[config.mk]
export PLATFORM = sky130hd
export DESIGN_NAME = midi_byte_stream_parser
export DESIGN_NICKNAME = d
export VERILOG_FILES = /design/src/sv/mbsp_pkg.sv /design/src/sv/mbsp_front.sv /design/src/sv/mbsp_back.sv /design/src/sv/mbsp_outq.sv /design/src/sv/midi_byte_stream_parser.sv
export SDC_FILE = /design/constraint.sdc
export NUM_CORES = 1
export LEC_CHECK = 0
export BUFFER_PORTS_ARGS = -buffer_cell sky130_fd_sc_hd__buf_2
export CORE_MARGIN = 1.5
export CORE_UTILIZATION = 60
export CTS_BUF_LIST = sky130_fd_sc_hd__clkbuf_2 sky130_fd_sc_hd__clkbuf_4 sky130_fd_sc_hd__clkbuf_8
export CTS_CLUSTER_DIAMETER = 80
export DETAILED_ROUTE_END_ITERATION = 10
export GPL_TIMING_DRIVEN = 1
export PLACE_DENSITY = 0.79
export SYNTH_ARGS = -nofsm -noshare
export SYNTH_HDL_FRONTEND = slang
export SYNTH_SLANG_ARGS = --single-unit
[constraint.sdc]
create_clock -name clk -period 4.2 [get_ports clk]
set_clock_uncertainty 0.15 [all_clocks]
set_input_delay 0.21 -clock clk [delete_from_list [all_inputs] [get_ports clk]]
set_output_delay 0.21 -clock clk [all_outputs]
set_load 0.02 [all_outputs]
[src/sv/mbsp_pkg.sv]
// ----------------------------------------------------------------------------
// MIDI byte stream parser package
// Shared types and constants for the front queue, the parse engine and the
// result queue.
// ----------------------------------------------------------------------------
package mbsp_pkg;

	localparam int IQ_DEPTH = 4;
	localparam int IQ_AW    = $clog2(IQ_DEPTH);
	localparam int IQ_CW    = $clog2(IQ_DEPTH + 1);

	localparam int OQ_DEPTH = 4;
	localparam int OQ_AW    = $clog2(OQ_DEPTH);
	localparam int OQ_CW    = $clog2(OQ_DEPTH + 1);

	localparam logic [6:0] CC_MODE_MIN = 7'd120;

	typedef enum logic [3:0] {
		K_NOTEOFF = 4'd0,
		K_NOTEON  = 4'd1,
		K_POLYAT  = 4'd2,
		K_CC      = 4'd3,
		K_PROG    = 4'd4,
		K_CHANAT  = 4'd5,
		K_BEND    = 4'd6,
		K_QFRAME  = 4'd7,
		K_SONGPOS = 4'd8,
		K_SONGSEL = 4'd9,
		K_SXSTART = 4'd10,
		K_SXDATA  = 4'd11,
		K_SXEND   = 4'd12
	} msg_kind_t;

	typedef enum logic [2:0] {
		CLS_DATA,
		CLS_VOICE,
		CLS_SX_START,
		CLS_QFRAME,
		CLS_SONGPOS,
		CLS_SONGSEL,
		CLS_STOP
	} byte_cls_t;

	typedef struct packed {
		byte_cls_t  cls;
		logic [6:0] payload;
	} cls_item_t;

	typedef struct packed {
		msg_kind_t  kind;
		logic [3:0] channel;
		logic [6:0] first_data;
		logic [6:0] second_data;
		logic       last;
	} result_t;

endpackage

[src/sv/mbsp_front.sv]
// ----------------------------------------------------------------------------
// MIDI parser front queue
// Accepts received bytes, drops real-time bytes and queues the others with
// their class for the parse engine.
// ----------------------------------------------------------------------------
module mbsp_front (
	input  logic                clk,
	input  logic                arst_n,
	input  logic                push,
	input  logic [7:0]          rx_byte,
	output logic                full,
	input  logic                head_pop,
	output logic                head_valid,
	output mbsp_pkg::cls_item_t head
);

	mbsp_pkg::cls_item_t            mem_q [mbsp_pkg::IQ_DEPTH];
	logic [mbsp_pkg::IQ_AW-1:0]     wr_ptr_q;
	logic [mbsp_pkg::IQ_AW-1:0]     rd_ptr_q;
	logic [mbsp_pkg::IQ_CW-1:0]     count_q;
	mbsp_pkg::cls_item_t            item;
	logic                           rt_byte;
	logic                           wr_en;
	logic                           rd_en;

	assign full       = (count_q == mbsp_pkg::IQ_CW'(mbsp_pkg::IQ_DEPTH));
	assign head_valid = (count_q != '0);
	assign head       = mem_q[rd_ptr_q];
	assign rt_byte    = (rx_byte[7:3] == 5'b11111);
	assign wr_en      = push && !full && !rt_byte;
	assign rd_en      = head_pop && head_valid;

	always_comb begin
		item.payload = rx_byte[6:0];
		if (!rx_byte[7]) begin
			item.cls = mbsp_pkg::CLS_DATA;
		end else if (rx_byte[6:4] != 3'b111) begin
			item.cls = mbsp_pkg::CLS_VOICE;
		end else begin
			case (rx_byte[3:0])
				4'h0:    item.cls = mbsp_pkg::CLS_SX_START;
				4'h1:    item.cls = mbsp_pkg::CLS_QFRAME;
				4'h2:    item.cls = mbsp_pkg::CLS_SONGPOS;
				4'h3:    item.cls = mbsp_pkg::CLS_SONGSEL;
				default: item.cls = mbsp_pkg::CLS_STOP;
			endcase
		end
	end

	always_ff @(posedge clk) begin
		if (wr_en) begin
			mem_q[wr_ptr_q] <= item;
		end
	end

	always_ff @(posedge clk or negedge arst_n) begin
		if (!arst_n) begin
			wr_ptr_q <= '0;
			rd_ptr_q <= '0;
			count_q  <= '0;
		end else begin
			if (wr_en) begin
				wr_ptr_q <= (wr_ptr_q == mbsp_pkg::IQ_AW'(mbsp_pkg::IQ_DEPTH - 1)) ?
					'0 : wr_ptr_q + 1'b1;
			end
			if (rd_en) begin
				rd_ptr_q <= (rd_ptr_q == mbsp_pkg::IQ_AW'(mbsp_pkg::IQ_DEPTH - 1)) ?
					'0 : rd_ptr_q + 1'b1;
			end
			case ({wr_en, rd_en})
				2'b10:   count_q <= count_q + 1'b1;
				2'b01:   count_q <= count_q - 1'b1;
				default: count_q <= count_q;
			endcase
		end
	end

endmodule

[src/sv/mbsp_back.sv]
// ----------------------------------------------------------------------------
// MIDI parser engine
// Runs the running-status parse on classified bytes and writes decoded
// messages into the result queue.
// ----------------------------------------------------------------------------
module mbsp_back (
	input  logic                clk,
	input  logic                arst_n,
	input  logic                head_valid,
	input  mbsp_pkg::cls_item_t head,
	output logic                head_pop,
	input  logic                res_full,
	output logic                res_push,
	output mbsp_pkg::result_t   res
);

	typedef enum logic [2:0] {
		ST_IDLE,
		ST_ONE,
		ST_FIRST,
		ST_SECOND,
		ST_SYSEX
	} state_t;

	state_t              state_q;
	state_t              state_nxt;
	logic                rs_valid_q;
	logic                rs_valid_nxt;
	logic [3:0]          rs_chan_q;
	logic [3:0]          rs_chan_nxt;
	mbsp_pkg::msg_kind_t pend_kind_q;
	mbsp_pkg::msg_kind_t pend_kind_nxt;
	logic [6:0]          held_q;
	logic [6:0]          held_nxt;
	logic                emit;
	logic                split;
	logic                go;
	logic [3:0]          chan;
	logic [2:0]          hi;

	assign chan = rs_valid_q ? rs_chan_q : 4'd0;
	assign hi   = head.payload[6:4];
	assign go   = head_valid && !res_full;

	always_comb begin
		state_nxt     = state_q;
		rs_valid_nxt  = rs_valid_q;
		rs_chan_nxt   = rs_chan_q;
		pend_kind_nxt = pend_kind_q;
		held_nxt      = held_q;
		emit          = 1'b0;
		split         = 1'b0;
		res           = '{kind: mbsp_pkg::K_NOTEOFF, channel: 4'd0, first_data: 7'd0,
		                  second_data: 7'd0, last: 1'b1};
		if (head.cls == mbsp_pkg::CLS_DATA) begin
			case (state_q)
				ST_ONE: begin
					emit            = 1'b1;
					res.kind        = pend_kind_q;
					res.channel     = chan;
					res.first_data  = head.payload;
					state_nxt       = rs_valid_q ? ST_ONE : ST_IDLE;
				end
				ST_FIRST: begin
					held_nxt  = head.payload;
					state_nxt = ST_SECOND;
				end
				ST_SECOND: begin
					state_nxt       = rs_valid_q ? ST_FIRST : ST_IDLE;
					emit            = !(pend_kind_q == mbsp_pkg::K_CC &&
					                    held_q >= mbsp_pkg::CC_MODE_MIN);
					res.kind        = (pend_kind_q == mbsp_pkg::K_NOTEON &&
					                   head.payload == 7'd0) ?
					                  mbsp_pkg::K_NOTEOFF : pend_kind_q;
					res.channel     = chan;
					res.first_data  = held_q;
					res.second_data = head.payload;
				end
				ST_SYSEX: begin
					emit           = 1'b1;
					res.kind       = mbsp_pkg::K_SXDATA;
					res.first_data = head.payload;
				end
				default: begin
					state_nxt = ST_IDLE;
				end
			endcase
		end else begin
			if (state_q == ST_SYSEX) begin
				emit     = 1'b1;
				res.kind = mbsp_pkg::K_SXEND;
				if (head.cls == mbsp_pkg::CLS_SX_START) begin
					split     = 1'b1;
					res.last  = 1'b0;
					state_nxt = ST_IDLE;
				end
			end
			if (!split) begin
				case (head.cls)
					mbsp_pkg::CLS_VOICE: begin
						rs_valid_nxt  = 1'b1;
						rs_chan_nxt   = head.payload[3:0];
						pend_kind_nxt = mbsp_pkg::msg_kind_t'({1'b0, hi});
						state_nxt     = ({1'b0, hi} == mbsp_pkg::K_PROG ||
						                 {1'b0, hi} == mbsp_pkg::K_CHANAT) ?
						                ST_ONE : ST_FIRST;
					end
					mbsp_pkg::CLS_SX_START: begin
						rs_valid_nxt = 1'b0;
						emit         = 1'b1;
						res.kind     = mbsp_pkg::K_SXSTART;
						state_nxt    = ST_SYSEX;
					end
					mbsp_pkg::CLS_QFRAME: begin
						rs_valid_nxt  = 1'b0;
						pend_kind_nxt = mbsp_pkg::K_QFRAME;
						state_nxt     = ST_ONE;
					end
					mbsp_pkg::CLS_SONGPOS: begin
						rs_valid_nxt  = 1'b0;
						pend_kind_nxt = mbsp_pkg::K_SONGPOS;
						state_nxt     = ST_FIRST;
					end
					mbsp_pkg::CLS_SONGSEL: begin
						rs_valid_nxt  = 1'b0;
						pend_kind_nxt = mbsp_pkg::K_SONGSEL;
						state_nxt     = ST_ONE;
					end
					default: begin
						rs_valid_nxt = 1'b0;
						state_nxt    = ST_IDLE;
					end
				endcase
			end
		end
	end

	assign head_pop = go && !split;
	assign res_push = go && emit;

	always_ff @(posedge clk or negedge arst_n) begin
		if (!arst_n) begin
			state_q     <= ST_IDLE;
			rs_valid_q  <= 1'b0;
			rs_chan_q   <= 4'd0;
			pend_kind_q <= mbsp_pkg::K_NOTEOFF;
			held_q      <= 7'd0;
		end else if (go) begin
			state_q     <= state_nxt;
			rs_valid_q  <= rs_valid_nxt;
			rs_chan_q   <= rs_chan_nxt;
			pend_kind_q <= pend_kind_nxt;
			held_q      <= held_nxt;
		end
	end

`ifndef SYNTH
	// A sysex end that leaves its status byte queued is followed by an idle parser.
	a_split_goes_idle: assert property (@(posedge clk) disable iff (!arst_n)
		(res_push && !head_pop) |=> (state_q == ST_IDLE))
		else $error("split transfer did not leave the parser idle");

	// Only a status byte arriving inside a sysex holds the queue head.
	a_split_only_sysex: assert property (@(posedge clk) disable iff (!arst_n)
		(go && !head_pop) |-> (state_q == ST_SYSEX && head.cls == mbsp_pkg::CLS_SX_START))
		else $error("queue head held outside a sysex restart");

	// A held result is never the last one of its byte.
	a_split_not_last: assert property (@(posedge clk) disable iff (!arst_n)
		(res_push && !head_pop) |-> !res.last)
		else $error("first of two results marked as last");
`endif

endmodule

[src/sv/mbsp_outq.sv]
// ----------------------------------------------------------------------------
// MIDI parser result queue
// Holds decoded messages until the consumer takes them.
// ----------------------------------------------------------------------------
module mbsp_outq (
	input  logic              clk,
	input  logic              arst_n,
	input  logic              wr_push,
	input  mbsp_pkg::result_t wr_data,
	output logic              wr_full,
	input  logic              rd_pop,
	output logic              rd_empty,
	output mbsp_pkg::result_t rd_data
);

	mbsp_pkg::result_t          mem_q [mbsp_pkg::OQ_DEPTH];
	logic [mbsp_pkg::OQ_AW-1:0] wr_ptr_q;
	logic [mbsp_pkg::OQ_AW-1:0] rd_ptr_q;
	logic [mbsp_pkg::OQ_CW-1:0] count_q;
	logic                       wr_en;
	logic                       rd_en;

	assign wr_full  = (count_q == mbsp_pkg::OQ_CW'(mbsp_pkg::OQ_DEPTH));
	assign rd_empty = (count_q == '0);
	assign rd_data  = mem_q[rd_ptr_q];
	assign wr_en    = wr_push && !wr_full;
	assign rd_en    = rd_pop && !rd_empty;

	always_ff @(posedge clk) begin
		if (wr_en) begin
			mem_q[wr_ptr_q] <= wr_data;
		end
	end

	always_ff @(posedge clk or negedge arst_n) begin
		if (!arst_n) begin
			wr_ptr_q <= '0;
			rd_ptr_q <= '0;
			count_q  <= '0;
		end else begin
			if (wr_en) begin
				wr_ptr_q <= (wr_ptr_q == mbsp_pkg::OQ_AW'(mbsp_pkg::OQ_DEPTH - 1)) ?
					'0 : wr_ptr_q + 1'b1;
			end
			if (rd_en) begin
				rd_ptr_q <= (rd_ptr_q == mbsp_pkg::OQ_AW'(mbsp_pkg::OQ_DEPTH - 1)) ?
					'0 : rd_ptr_q + 1'b1;
			end
			case ({wr_en, rd_en})
				2'b10:   count_q <= count_q + 1'b1;
				2'b01:   count_q <= count_q - 1'b1;
				default: count_q <= count_q;
			endcase
		end
	end

`ifndef SYNTH
	// The engine only writes when there is room.
	a_no_overflow: assert property (@(posedge clk) disable iff (!arst_n)
		wr_push |-> !wr_full)
		else $error("result written into a full queue");

	// The fill level stays within the queue depth.
	a_count_range: assert property (@(posedge clk) disable iff (!arst_n)
		count_q <= mbsp_pkg::OQ_CW'(mbsp_pkg::OQ_DEPTH))
		else $error("result queue count out of range");

	// A write with no read raises the fill level by one.
	a_count_step: assert property (@(posedge clk) disable iff (!arst_n)
		(wr_en && !rd_en) |=> (count_q == $past(count_q) + 1'b1))
		else $error("result queue count did not advance");
`endif

endmodule

[src/sv/midi_byte_stream_parser.sv]
// Bytes go into the front queue; the engine decodes the head and writes results to the result queue.
// Throughput: one byte per cycle while the result queue has room; an F0 in a sysex gives two results.
// The rate is set by the single result write port of the parse engine into the result queue.
// Reset (arst_n low) empties both queues, clears the running status and idles the parser.
// ----------------------------------------------------------------------------
// MIDI byte stream parser
// Decodes a received MIDI byte stream with running status into messages.
// ----------------------------------------------------------------------------
module midi_byte_stream_parser (
	input  logic        clk,
	input  logic        arst_n,
	input  logic        push,
	output logic        full,
	input  logic [7:0]  rx_byte,
	output logic        empty,
	input  logic        pop,
	output logic [3:0]  msg_kind,
	output logic [3:0]  channel,
	output logic [6:0]  first_data,
	output logic [6:0]  second_data,
	output logic [13:0] combined_value,
	output logic        last_of_run
);

	mbsp_pkg::cls_item_t head;
	logic                head_valid;
	logic                head_pop;
	mbsp_pkg::result_t   res;
	logic                res_push;
	logic                res_full;
	mbsp_pkg::result_t   out_res;

	mbsp_front u_front (
		.clk        (clk),
		.arst_n     (arst_n),
		.push       (push),
		.rx_byte    (rx_byte),
		.full       (full),
		.head_pop   (head_pop),
		.head_valid (head_valid),
		.head       (head)
	);

	mbsp_back u_back (
		.clk        (clk),
		.arst_n     (arst_n),
		.head_valid (head_valid),
		.head       (head),
		.head_pop   (head_pop),
		.res_full   (res_full),
		.res_push   (res_push),
		.res        (res)
	);

	mbsp_outq u_outq (
		.clk      (clk),
		.arst_n   (arst_n),
		.wr_push  (res_push),
		.wr_data  (res),
		.wr_full  (res_full),
		.rd_pop   (pop),
		.rd_empty (empty),
		.rd_data  (out_res)
	);

	assign msg_kind       = out_res.kind;
	assign channel        = out_res.channel;
	assign first_data     = out_res.first_data;
	assign second_data    = out_res.second_data;
	assign combined_value = {out_res.second_data, out_res.first_data};
	assign last_of_run    = out_res.last;

endmodule

==> impl_results.md, run 1 <==
* Status: completed
* Vias in the first global route at 4,029
* Most common cell after layout, fill and taps aside: edfxtp_1
* # fillers at 762
* Diode count at 0
* Hold depth at 2
* Asr flop ratio synth at 20.0%
* Drt pass-1 iters at 5
* Starting Density at 61.8%
* Setup crit start kind: register
* Overall power at 5.96 mW
* Fmax at 270 MHz
* TritonCTS sink count at 165
* CTS clk-pin slew, worst paths at 0.08 ns
* Gr ovfl total at 0
* Vert. Die Dim at 111 microns
* Tightest Hold Check Type: primary input to register
* Area of the die at 12,400 sq um
* Clk root buf: clkbuf_8
* Area of the multi-input gates at 1990 sq um
* Crit. Startpoint: u_front.rd_ptr_q[1]
* Antenna violations before repair at 0
* Cell Area, Synth at 7050 sq um
* RSZ-0062 raised after global routing: false
* Final net count at 496
* DR iter-0 viols at 340
* Cell Rows at 39
* Clk buf depth at 2
* Residual DRC count at 0
* Slew Limit Fails at 0
* Crit path cell chain: mux4_2 -> or3_1 -> o311a_1 -> inv_1 -> ha_1 -> inv_1 -> fa_1 -> xor2_1 -> nor2_1 -> xor2_1
* Total global-route track usage at 21.7%
* Tmin final at 3.70 ns
* Critical Path Fanout Max at 16
* Number of flops mapped to enable cells by yosys at 132
* Die Width at 111 microns
* Placed cell area at 7350 sq um
* Arr. time, crit path at 3.93 ns
* Worst path top cell family by delay: simple AND/OR/NAND/NOR gates
* TritonCTS Buffers at 17
* I/O pin count at 51
* Register area share after synthesis at 67.9%
* Final Hold Viols at 0
* Hold Path Sink: u_front.mem_q[1][7]
* Dpl hpwl at 8030 microns
* Share of cells above drive strength 1 at 29.8%
* Gp weighted congestion at 0.892
* Synth Flop Type: edfxtp_1
* Via density at 6.06
* Unique masters post-synth at 49
* Port bufs at 50
* Cells after synthesis at 416
* Final worst path period share at 88.1%
* Net Count, Synth at 442
* Max-slew headroom at 23.6%
* Peak supply drop at 0.431 mV
* P&R area growth vs syn at 10.5%
* Worst-skew pair later-pin latency at 0.46 ns
* Hold Crit Start: rx_byte[7]
* Core area at 11,400 sq um
* Yosys reg bits at 165
* Final Instance Area at 7790 sq um
* First-pass GRT wire length at 20,200 microns
* Crit path buf inv count at 2
* Via count at 3,791
* WS Path Type: register to register
* Drt total wl at 12,400 microns
* Critical path capture point type: register
* Power per cell area at 765 nW/um^2
* Critical Path RT at 4.43 ns
* Syn_area_per_cell at 17.0 sq um
* # setup viols final at 0
* Max Cap Violations at 0
* CP max-delay cell: dfrtp_1
* Antenna Nets Post-Route at 0
* Largest net degree at the start of global routing at 34
* Reg2Reg Setup Slack at 0.50 ns
* R2R Path Start: u_front.rd_ptr_q[1]
* H-tree Lvls at 4
* Final TNS setup at 0 ns
* Post-cts resize count at 0
* FF-to-FF End: u_outq.count_q[2]
* Worst-margin pin slew at 1.15 ns
* Register area at 4790 sq um
* Worst R2R Path Depth at 10
* CTS tree: done
* Leak at 2.87 nW
* CP max stage delay at 0.65 ns
* Synth Warn # at 0
* WL/cell at 19.9 microns
* Most frequent cells in the layout: edfxtp_1, buf_2, dfrtp_1
## through the flow
step / hold WS, ns / utilization, % / worst slack [ns] / std cells
floorplan: -0.236 / - / 0.889 / 416
global placement: 0.180 / 64.4 / 0.626 / 585
detailed placement: 0.188 / 64.4 / 0.520 / 585
CTS: 0.0233 / 68.2 / 0.505 / 626
global route: 0.0479 / 68.2 / 0.337 / 626
finish: 0.0599 / 68.2 / 0.502 / 626
## where the power goes
part / switching, mW / leakage, nW / internal, mW / total (mW)
clock network: 0.583 / 0.175 / 0.437 / 1.02
registers: 0.277 / 1.61 / 2.25 / 2.53
logic: 1.40 / 1.09 / 1.01 / 2.41
total: 2.26 / 2.87 / 3.70 / 5.96
## cell usage after synthesis, types with 3 or more instances
cell type | count | share of area (%)
and4_1 | 4 | 0.50
nor3_1 | 7 | 0.50
mux2_2 | 12 | 1.9
nand2_1 | 8 | 0.43
o32a_1 | 3 | 0.43
a21oi_1 | 12 | 0.85
buf_4 | 14 | 1.5
mux4_2 | 32 | 10
nor2_1 | 21 | 1.1
ha_1 | 12 | 2.1
and3_1 | 8 | 0.71
o21ai_0 | 8 | 0.57
buf_6 | 3 | 0.48
a22oi_1 | 6 | 0.64
clkbuf_1 | 12 | 0.64
nand3_1 | 4 | 0.28
nor2b_1 | 5 | 0.44
nand4_1 | 3 | 0.27
and2_1 | 9 | 0.80
inv_1 | 18 | 0.96
edfxtp_1 | 132 | 56
buf_1 | 3 | 0.16
or4_1 | 3 | 0.32
mux2_4 | 7 | 1.5
nand2b_1 | 3 | 0.27
a31oi_1 | 3 | 0.27
dfrtp_1 | 33 | 12
xor2_1 | 4 | 0.50
xnor2_1 | 3 | 0.37
## final cells by class
type / count / area share, %
clock buffers: 19 / 3.28
clock inverters: 13 / 1.25
inverters: 18 / 0.867
multi-input cells: 200 / 25.6
flip-flops and latches: 165 / 61.5
well taps: 143 / 2.30
repair buffers: 68 / 5.24
## worst register-to-register path: stages (launching register included)
cell     delay [ns]
dfrtp_1        0.65
mux4_2         0.54
or3_1          0.59
o311a_1        0.50
inv_1          0.09
ha_1           0.17
inv_1          0.07
fa_1           0.43
xor2_1         0.15
nor2_1         0.11
xor2_1         0.16
## sequential cells by signal (all words and copies together), names as in the netlist
name	flops
u_outq.count_q	3
u_outq.rd_ptr_q	2
u_back.state_q	3
u_back.pend_kind_q	4
u_front.rd_ptr_q	2
u_front.mem_q	40
u_back.rs_chan_q	4
u_back.rs_valid_q	1
u_outq.mem_q	92
u_back.held_q	7
u_outq.wr_ptr_q	2
u_front.count_q	3
u_front.wr_ptr_q	2
## metal layers
metal / share of wire (%) / vias to the layer above / global-route usage (%)
li1: - / 1702 / -
met1: 40 / 1921 / 26.0
met2: 52 / 141 / 36.5
met3: 4.8 / 27 / 5.77
met4: 2.4 / 0 / 11.3
met5: 0 / - / 0
## timing repair
item	CTS	global route
endpoints found under the hold margin	62	0
hold buffers	9	0
buffers inserted	0	0
## kinds of logic (layout without fill, tap and decap cells)
kind of cell	count (synthesis)	in the layout	synth area share (%)
buffers and inverters	51	118	3.80
and+or+nand+nor	83	83	6.51
xor gates and xnor gates	7	7	0.869
muxes	53	53	14.1
AOI/OAI and AO/OA	43	43	4.06
adders and majority gates	14	14	2.70
DFF	165	165	67.9
## worst max-delay path by stage
stage / cells past startpoint / to
floorplan: 12 / u_outq.count_q[2]
global placement: 10 / u_outq.count_q[2]
detailed placement: 10 / u_outq.count_q[2]
CTS: 10 / u_outq.count_q[2]
global route: 10 / u_outq.count_q[2]
finish: 10 / u_outq.count_q[2]
(Power assumes the default switching activity.)
==> run 2, diff against run 1 <==
--- a/config.mk
+++ b/config.mk
@@ -7,12 +7,13 @@
 export LEC_CHECK = 0
 export BUFFER_PORTS_ARGS = -buffer_cell sky130_fd_sc_hd__buf_2
 export CORE_MARGIN = 1.5
-export CORE_UTILIZATION = 60
+export CORE_UTILIZATION = 62
 export CTS_BUF_LIST = sky130_fd_sc_hd__clkbuf_2 sky130_fd_sc_hd__clkbuf_4 sky130_fd_sc_hd__clkbuf_8
 export CTS_CLUSTER_DIAMETER = 80
 export DETAILED_ROUTE_END_ITERATION = 10
 export GPL_TIMING_DRIVEN = 1
-export PLACE_DENSITY = 0.79
+export PLACE_DENSITY = 0.82
 export SYNTH_ARGS = -nofsm -noshare
 export SYNTH_HDL_FRONTEND = slang
+export SYNTH_HIERARCHICAL = 1
 export SYNTH_SLANG_ARGS = --single-unit
==> constraint.sdc (replaced) <==
create_clock -name clk -period 4.2 [get_ports clk]
set_clock_uncertainty 0.15 [all_clocks]
set_input_delay 0.21 -clock clk [delete_from_list [all_inputs] [get_ports clk]]
set_output_delay 0.21 -clock clk [all_outputs]
set_load 0.005 [all_outputs]
==> impl_results.md, run 2 <==
* Status: completed
* CTS clk-pin slew, worst paths at 0.08 ns
* H-tree Lvls at 4
* Synth Flop Type: edfxtp_1
* RSZ-0062 raised after global routing: false
* Synth Warn # at 6
* Worst R2R Path Depth at 13
* First-pass GRT wire length at 19,200 microns
* Total global-route track usage at 22.4%
* Port bufs at 50
* Top post-synthesis cells by count: edfxtp_1, dfrtp_1, mux4_2, nor2_1
* Unique masters post-synth at 51
* Via density at 6.00
* Worst-skew pair later-pin latency at 0.44 ns
* Final net count at 493
* Most frequent cell after synthesis: edfxtp_1
* Critical Path Fanout Max at 12
* Gr ovfl total at 0
* TritonCTS sink count at 165
* Worst-margin pin slew at 1.11 ns
* Drt pass-1 iters at 6
* Peak supply drop at 0.416 mV
* Max-slew headroom at 25.7%
* Leak at 2.87 nW
* Final TNS setup at 0 ns
* Max Cap Violations at 0
* Top cells by area, synth: edfxtp_1, dfrtp_1, mux4_2
* Net Count, Synth at 442
* Final Hold Viols at 0
* Clk buf depth at 2
* Area of the multi-input gates at 2040 sq um
* Most frequent cells in the layout: edfxtp_1, buf_2, dfrtp_1, mux4_2, nor2_1
* Final worst path period share at 87.2%
* DR iter-0 viols at 289
* Antenna Nets Post-Route at 0
* Hold depth at 3
* WS Path Type: register to register
* Arr. time, crit path at 3.84 ns
* Drt total wl at 11,900 microns
* Antenna violations before repair at 0
* Setup bufs post-CTS at 0
* Vert. Die Dim at 110 microns
* Worst setup margin at 0.538 ns
* Max reg flops at 92
* Syn_area_per_cell at 17.0 sq um
* Most flops, register: u_outq/mem_q
* Dpl hpwl at 7580 microns
* Top flop regs: u_outq/mem_q x92, u_front/mem_q x40, u_back/held_q x7
* TritonCTS Buffers at 17
* Largest net degree at the start of global routing at 34
* Tightest Hold Check Type: primary input to register
* Finished Layout Cells at 620
* I/O pin count at 51
* CTS tree: done
* Yosys reg bits at 165
* Asr flop ratio synth at 20.0%
* Register area at 4790 sq um
* Tmin final at 3.66 ns
* Cell Rows at 38
* Starting Density at 64.4%
* Register area share after synthesis at 67.7%
* Number of cells after detailed placement at 580
* Synth top area share at 56.1%
* Share of cells above drive strength 1 at 30.6%
* Largest area contributor in the netlist: edfxtp_1
* Via count at 3,719
* # fillers at 677
* Dpl ws at 0.595 ns
* WL/cell at 19.3 microns
* Slew Limit Fails at 0
* Gp weighted congestion at 0.884
* P&R area growth vs syn at 10.9%
* # setup viols final at 0
* Fmax at 273 MHz
* Setup crit start kind: register
* Die Width at 110 microns
* Most common cell after layout, fill and taps aside: edfxtp_1
* Clk root buf: clkbuf_8
* Area of the die at 12,100 sq um
* Cells after synthesis at 416
* Critical path capture point type: register
* Number of flops mapped to enable cells by yosys at 132
* Critical Path RT at 4.38 ns
* Vias in the first global route at 3,796
* Overall power at 5.71 mW
* Residual DRC count at 0
* Core area at 11,000 sq um
* Power per cell area at 728 nW/um^2
* Cell Area, Synth at 7070 sq um
* Worst hold slack at 0.0385 ns
* Diode count at 0
==> run 2: cell count changes after synthesis, moves of 4 or more <==
cell | previous run | this run
and3_1 | 8 | 0
nand2_1 | 8 | 16
and2_1 | 9 | 16
clkbuf_1 | 12 | 7
mux2_4 | 7 | 2
a21oi_1 | 12 | 8
and3_2 | 0 | 4
and4_1 | 4 | 0
buf_2 | 1 | 5
==> run 2: timing repair <==
action,in CTS,in global routing
hold buffers,8,0
endpoints found under the hold margin,61,0
resized for setup,0,0
==> run 2: metrics by stage <==
| step | utilization [%] | instance area [sq um] |
|---|---|---|
| floorplan | - | 7070 |
| CTS | 71.4 | 7840 |
| global route | 71.4 | 7840 |
| detailed placement | 66.8 | 7340 |
| finish | 71.4 | 7840 |
| global placement | 66.8 | 7340 |
==> run 2: cells by family after synthesis <==
logic type / Yosys count / share of synthesized area (%)
buffers and inverters: 46 / 3.43
flip-flops: 165 / 67.7
AND/OR/NAND/NOR: 92 / 7.57
XOR/XNOR: 6 / 0.743
AO/OA/AOI/OAI: 38 / 3.77
adder cells (fa/ha/maj): 14 / 2.69
multiplexers: 55 / 14.1
==> run 2: routing by layer <==
metal	vias to the layer above	GRT usage, %	wire, microns
met3	30	4.62	491
li1	1684	-	-
met2	141	38.1	6170
met1	1864	27.1	4910
met4	0	11.7	365
met5	-	0	0
==> run 2: final timing paths <==
check / from / end / slack [ns]
min in group asynchronous: arst_n / u_front/rd_ptr_q[1] / 0.22
worst min-delay path: pop / u_outq/rd_ptr_q[0] / 0.04
worst min register to register: u_front/count_q[2] / u_front/count_q[2] / 0.33
worst max register to register: u_front/rd_ptr_q[1] / u_outq/count_q[2] / 0.54
worst max-delay path: u_front/rd_ptr_q[1] / u_outq/count_q[2] / 0.54
max in group asynchronous: arst_n / u_back/held_q[1] / 3.18
==> run 2: cell type report <==
cell class                 count  share of cell area, %
sequential                   165                   61.1
multi-input combinational    205                   26.0
timing repair buffer          61                   4.50
clock buffer                  23                   3.72
tap                          140                   2.23
clock inverter                 9                   1.63
inverter                      17                  0.814
==> run 2: report_power, final <==
group	switching (mW)	internal [mW]	total, mW
logic	1.08	0.959	2.04
registers	0.264	2.22	2.49
clock network	0.536	0.644	1.18
==> run 2: worst max-delay path, cell delays in order, from the launching register on <==
cell and delay (ns):
dfrtp_1 0.66, mux4_2 0.53, or3_1 0.44, nor2_1 0.15, o32ai_1 0.12, a21oi_1 0.35
and2_4 0.24, inv_1 0.04, ha_1 0.22, inv_1 0.07, fa_1 0.18, xor2_1 0.17
nor2_1 0.07, xor2_1 0.14
